$ cat config.mk
export PLATFORM = sky130hd
export DESIGN_NAME = cbez_weights
export DESIGN_NICKNAME = d
export VERILOG_FILES = /design/src/rtl/cbez_pkg.sv /design/src/rtl/cbez_weights.sv
export SDC_FILE = /design/constraint.sdc
export NUM_CORES = 2
export LEC_CHECK = 0
export ABC_AREA = 1
export BUFFER_PORTS_ARGS = -buffer_cell sky130_fd_sc_hd__buf_2
export CAP_MARGIN = 10
export CORE_MARGIN = 1
export CORE_UTILIZATION = 55
export CTS_BUF_LIST = sky130_fd_sc_hd__clkbuf_4 sky130_fd_sc_hd__clkbuf_8 sky130_fd_sc_hd__clkbuf_16
export DETAILED_ROUTE_END_ITERATION = 10
export PLACE_DENSITY = 0.71
export SLEW_MARGIN = 10
export SYNTH_ARGS = -nofsm -noshare
export SYNTH_HDL_FRONTEND = slang
export SYNTH_SLANG_ARGS = --single-unit
$ cat constraint.sdc
create_clock -name aclk -period 8.65 [get_ports aclk]
set_input_delay 2.595 -clock aclk [delete_from_list [all_inputs] [get_ports aclk]]
set_output_delay 2.595 -clock aclk [all_outputs]
set_load 0.05 [all_outputs]
$ cat src/rtl/cbez_pkg.sv
`default_nettype none
// ----------------------------------------------------------------------------
// cbez_pkg
// Shared widths, codes, reset values and arithmetic helpers of the cubic
// Bezier point evaluator.
// ----------------------------------------------------------------------------
package cbez_pkg;

    localparam int T_FRAC_BITS = 16;
    localparam int T_W         = T_FRAC_BITS + 1;
    localparam int COORD_W     = 24;
    localparam int WGT_W       = T_W + 2;
    localparam int PROD_W      = WGT_W + 1 + COORD_W;
    localparam int SUM_W       = PROD_W + 2;
    localparam int NUM_PTS     = 4;
    localparam int NUM_AXES    = 3;
    localparam int NUM_COORDS  = NUM_PTS * NUM_AXES;
    localparam int IDX_W       = $clog2(NUM_COORDS);
    localparam int WGT_STAGES  = 4;
    localparam int NUM_STAGES  = WGT_STAGES + 3;

    localparam logic [T_W-1:0] T_ONE  = T_W'(1) << T_FRAC_BITS;
    localparam logic [T_W-1:0] T_HALF = T_W'(1) << (T_FRAC_BITS - 1);

    typedef enum logic {
        OP_LOAD = 1'b0,
        OP_EVAL = 1'b1
    } op_t;

    localparam logic [1:0] AXIS_X    = 2'd0;
    localparam logic [1:0] AXIS_Y    = 2'd1;
    localparam logic [1:0] AXIS_Z    = 2'd2;
    localparam logic [1:0] AXIS_NONE = 2'd3;

    typedef logic signed [COORD_W-1:0] coord_t;
    typedef logic        [T_W-1:0]     tval_t;
    typedef logic        [WGT_W-1:0]   wgt_t;
    typedef logic signed [PROD_W-1:0]  prod_t;
    typedef logic signed [SUM_W-1:0]   sum_t;

    // Control points (-2,0,0), (-0.5,1,0), (0.5,-1,0), (2,0,0) in Q8.16.
    localparam coord_t RESET_COORDS [NUM_COORDS] = '{
        -24'sd131072, 24'sd0,      24'sd0,
        -24'sd32768,  24'sd65536,  24'sd0,
        24'sd32768,   -24'sd65536, 24'sd0,
        24'sd131072,  24'sd0,      24'sd0
    };

    // Unsigned fixed-point product rounded to nearest.
    function automatic tval_t mul_rnd(input tval_t a, input tval_t b);
        logic [2*T_W:0] p;
        p = (2*T_W+1)'(a) * (2*T_W+1)'(b) + (2*T_W+1)'(T_HALF);
        return p[T_FRAC_BITS +: T_W];
    endfunction

    // Clamp a wide signed value to the coordinate range.
    function automatic coord_t sat_coord(input sum_t v);
        coord_t r;
        if ((&v[SUM_W-1:COORD_W-1]) || !(|v[SUM_W-1:COORD_W-1])) begin
            r = v[COORD_W-1:0];
        end else if (v[SUM_W-1]) begin
            r = {1'b1, {(COORD_W-1){1'b0}}};
        end else begin
            r = {1'b0, {(COORD_W-1){1'b1}}};
        end
        return r;
    endfunction

endpackage
`default_nettype wire

$ cat src/rtl/cbez_weights.sv
`default_nettype none
// ----------------------------------------------------------------------------
// cbez_weights
// Four-stage pipeline that turns the curve parameter into the four
// Bernstein weights.
// ----------------------------------------------------------------------------
module cbez_weights (
    input  wire logic                                aclk,
    input  wire logic [cbez_pkg::WGT_STAGES-1:0]     stage_en,
    input  wire cbez_pkg::tval_t                     param_t,
    output cbez_pkg::wgt_t                           wgt [cbez_pkg::NUM_PTS]
);
    import cbez_pkg::*;

    tval_t t0_reg, u0_reg;
    tval_t t1_reg, u1_reg, t2_reg, u2_reg;
    tval_t q_reg [NUM_PTS];
    wgt_t  w_reg [NUM_PTS];
    tval_t t_clamp;

    assign t_clamp = (param_t > T_ONE) ? T_ONE : param_t;

    always_ff @(posedge aclk) begin
        if (stage_en[0]) begin
            t0_reg <= t_clamp;
            u0_reg <= T_ONE - t_clamp;
        end
        if (stage_en[1]) begin
            t1_reg <= t0_reg;
            u1_reg <= u0_reg;
            t2_reg <= mul_rnd(t0_reg, t0_reg);
            u2_reg <= mul_rnd(u0_reg, u0_reg);
        end
        if (stage_en[2]) begin
            q_reg[0] <= mul_rnd(u2_reg, u1_reg);
            q_reg[1] <= mul_rnd(u2_reg, t1_reg);
            q_reg[2] <= mul_rnd(u1_reg, t2_reg);
            q_reg[3] <= mul_rnd(t2_reg, t1_reg);
        end
        if (stage_en[3]) begin
            w_reg[0] <= WGT_W'(q_reg[0]);
            w_reg[1] <= WGT_W'(q_reg[1]) + (WGT_W'(q_reg[1]) << 1);
            w_reg[2] <= WGT_W'(q_reg[2]) + (WGT_W'(q_reg[2]) << 1);
            w_reg[3] <= WGT_W'(q_reg[3]);
        end
    end

    assign wgt = w_reg;

endmodule
`default_nettype wire

[Yosys cells after proc, flatten, opt, wreduce, memory -nomap -nowiden]
Memories as Yosys holds them, arrays and structs flattened. A register that Yosys moved wholly into a read port is not among the register bits.
Cells that the tools add are included.
Storage, ports and cells
  input port bits: 22
  bits in writable memories: 68
  memories kept: 1
  output and inout bits: 76
  bits in registers: 140
Operators by class
  $lt $le $gt $ge: 1
  multipliers: 6
  multiplexer cells: 3
  add/sub/neg operators: 9
Memory list
  q_reg: depth 4, bits a word 17, read ports 4, clocked after memory_dff 2, wr ports 4, RTL line cbez_weights.sv:17  | tval_t q_reg [NUM_PTS];
Operators with widths (number)
  $add 33x16->33 const B: 6
  $mul 17x17->33: 6
  $add 17x18->19: 2
  $gt 17x17->1 const B: 1
  $mux 17: 1
  $sub 17x17->17 const A: 1
  $mux 1: 2

[Depth between registers and ports, before layout]
  depth after elaboration: 3
  gate-level depth with buffers: 28

[Least setup slack after synthesis]
No wires, ideal clock.
  path type: reg2reg
  start point: register u0_reg[9]
  end point: register u2_reg[14], data pin
  setup time: 0.252 ns
  buffers on the path: 2
  path slack: 3.142 ns
  data required time: 8.398 ns
  stages on the path, launching flop included: 23
  data arrival time: 5.256 ns
  cells stage by stage: edfxtp_1 clkbuf_1 clkbuf_1 nand2_1 fa_1 inv_1 fa_1 inv_1 fa_1 inv_1 fa_1 fa_1 inv_1 fa_1 inv_1 ha_1 nand2_1 nor2_1 inv_1 nor3_1 nand4_1 nand3_1 nand2_1
Between the ends
  word-level cells in the longest chain between the ends: 2
RTL lines
  start, declared: RTL line cbez_weights.sv:15  | tval_t t0_reg, u0_reg;
  start signal, assigned: RTL line cbez_weights.sv:26  | u0_reg <= T_ONE - t_clamp;
  $mul 17x17->33: RTL line cbez_pkg.sv:52  | p = (2*T_W+1)'(a) * (2*T_W+1)'(b) + (2*T_W+1)'(T_HALF);
  $add 33x16->33: RTL line cbez_pkg.sv:52
  end signal, assigned: RTL line cbez_weights.sv:32  | u2_reg <= mul_rnd(u0_reg, u0_reg);
  end, declared: RTL line cbez_weights.sv:16  | tval_t t1_reg, u1_reg, t2_reg, u2_reg;
No other way between the ends.
A chain may end at the register's enable or synchronous reset.

[Worst setup path in the final report]
  start point: register t0_reg[8]
  end point: register t2_reg[5], data pin
Between the ends
  word-level cells in the longest chain between the ends: 2
RTL lines
  start, declared: RTL line cbez_weights.sv:15
  start signal, assigned: RTL line cbez_weights.sv:25  | t0_reg <= t_clamp;
  $mul 17x17->33: RTL line cbez_pkg.sv:52
  $add 33x16->33: RTL line cbez_pkg.sv:52
  end signal, assigned: RTL line cbez_weights.sv:31  | t2_reg <= mul_rnd(t0_reg, t0_reg);
  end, declared: RTL line cbez_weights.sv:16
No other way between the ends.

==> flow_summary.ini <==
[routing]
num_vias = 51600
ant_nets = 0
viasPerCell = 5.22
post_drt_wl_per_cell_um = 17.0
route.detailed.drc = 0
drt_iter0_drc = 3419
drt_pass1_iterations = 6
wirelength_um = 168000

[synthesis]
synth_flop_cell = edfxtp_1
synth.yosys.seq_area_share = 0.108
synth.distinct_cells = 42
ys_ff_latch = 240
yosys_warnings = 0
synthCells = 8372
synth_xor_xnor_area_share = 0.0136
synth_fa_ha_area_frac = 0.518
synthMuxAreaShare = 0
synth-simple-area-share = 0.161
synth_area_um2 = 66600
postSynth.asyncResetShare = 0
synth-edff-count = 240
synth_top_family_by_area = adder cells
syn_avg_cell_area_um2 = 7.95
synth_compound_area_frac = 0.0383

[sta]
maxSlewViolCount = 0
finalSetupTns_ps = 0
finalHoldViolations = 0
rsz0062_at_grt = false
min_period_ps = 6500
setup_viol = 0
slew_headroom = 0.222
finalCritPeriodShare = 0.751
max_freq_ghz = 0.154
tightest_slew_ps = 1170
fin_skew_ps = 38.8

[floorplan]
core-area_um2 = 120000
die_w_um = 350
dieArea_um2 = 122000
num_rows = 127
die_y_um = 350
start_util = 0.555
io_pins = 98

[cells_and_area]
fin_util = 0.580
syn_to_final_growth_pct = 4.60
largest_reg_flops = 72
nets = 10300
layout-drive-gt1-share = 0.0300

[grt]
grt_antenna_before_repair = 6
track_usage = 0.288
grt-ovfl-total = 0
grt_max_degree = 68
grt_pass1_wl_um = 279000
grt_pass1_vias = 55400

[clock_network]
cts-root-buf = clkbuf_16
post_cts_resize_count = 0
postCtsSetupBuffers = 0
cts_tree = done
htree_levels = 2
cts_max_path_buffers = 3
cts.sinks = 240
clk_pin_slew_worst_paths_ps = 70
cts_inserted_buffers = 35
postCtsHoldBufs = 0
clk_latency_ps = 620

[setup_path]
reg2reg_to = t2_reg[5]
r2r_slack_ps = 2150
critPathMostFrequentCell = fa_1
crit_chain = nand2_1, fa_1, inv_1, fa_1, inv_1, fa_1, inv_1, fa_1, fa_1, fa_1, ha_1, nand2_1, nor2_1, nand3_1, nand3_1, nand2_1, nand2_1, xor2_1
rr_worst_depth = 18
start_kind = register
cp-endpoint = t2_reg[5]
cp_max_fo = 18
max_stage_delay_ps = 950
worstSetupPathType = register to register
r2r-start = t0_reg[8]
cp-startpoint = t0_reg[8]
arrival_ps = 6810
cpMaxStageDelayCell = edfxtp_1
cp_data_required_time_ps = 8960
end_kind = register

[placed_design]
hpwl_um = 137000
io_buffers = 93
gp_congestion = 0.973

[hold_path]
hp-class = register to register
holdPathStages = 0

[run_status]
status = complete, no violations

[job]
cap_violations = 0
[cell usage after synthesis (3+ instances only)]
cell type  instances  area share
nor2_2             3     0.00028
a31oi_1            7     0.00066
ha_1             707        0.13
o21ai_2            3     0.00039
fa_1            1280        0.38
nand4_1           38      0.0036
buf_2              5     0.00038
o21ai_0          137       0.010
inv_1           2495        0.14
o21bai_1          24      0.0027
nor3_1            53      0.0040
xor2_1            65      0.0086
o211ai_1           4     0.00045
or2_2              6     0.00056
edfxtp_1         240        0.11
nand3_1          170       0.013
buf_1              4     0.00023
nor4_1             7     0.00066
a21o_1            24      0.0027
clkbuf_1         321       0.018
a21boi_0           4     0.00045
nand2_1         2142        0.12
o21a_1            14      0.0016
a21oi_1          235       0.018
nor2_1           315       0.018
xnor2_1           38      0.0050
o41ai_1            5     0.00066
o21ai_1            4     0.00030
buf_4              4     0.00045
[critical path: cells and delay by family (launching register included)]
family	cells	cell delay, ps
xor+xnor	1	610
flops	1	950
simple gates	7	1210
buf+inv	3	180
fa+ha+maj	7	3220
[routing by layer]
| metal | track usage | part of all wire | vias to the layer above |
|---|---|---|---|
| li1 | - | - | 23900 |
| met1 | 0.357 | 0.40 | 25500 |
| met2 | 0.511 | 0.50 | 1757 |
| met3 | 0.0318 | 0.061 | 460 |
| met4 | 0.116 | 0.044 | 0 |
| met5 | 0 | 0 | - |
[how the worst min path moves through the flow]
stage,endpoint,slack (ps),start
final,wgt[7],410,q_reg[3][7]
after global routing,wgt[7],420,q_reg[3][7]
after CTS,wgt[7],410,q_reg[3][7]
after detailed placement,wgt[9],410,q_reg[3][9]
after global placement,wgt[9],400,q_reg[3][9]
after floorplan,wgt[0],400,q_reg[3][0]
[cell type report]
cell class	count	area, um2
Antenna cell	1	2.50
Sequential cell	240	7210
Fill cell	10900	50400
Multi-Input combinational cell	5302	48700
Inverter	2495	9370
Timing Repair Buffer	176	1090
Clock buffer	37	908
Clock inverter	26	349
Tap cell	1612	2020
[placed cells by master, fill, tap and decap left out, drive strengths merged, types with 53 or more instances in the layout]
cell	n
nor2	318
ha	707
buf	176
xor2	65
o21ai	144
edfxtp	240
a21oi	235
nor3	53
inv	2501
fa	1280
nand3	170
nand2	2143
[cells by family after synthesis]
group,after synthesis
fa+ha+maj,1987
compound gates,465
buf+inv,2833
other cells,1
simple gates,2743
xor+xnor,103
flops,240
[per-stage QoR]
stage / instances / hold WS [ps] / worst slack [ps] / cell area (um2)
2_1_floorplan: 8375 / 400 / 3140 / 66600
3_3_place_gp: 9825 / 403 / 2240 / 68400
3_5_place_dp: 9825 / 405 / 2190 / 68400
4_1_cts: 9888 / 413 / 2190 / 69600
5_1_grt: 9888 / 417 / 1890 / 69600
6_report: 9889 / 410 / 2150 / 69600
Power is left out: the tool's default activity adds up to more than one toggle a clock period on the data nets, which glitch-free logic cannot reach.
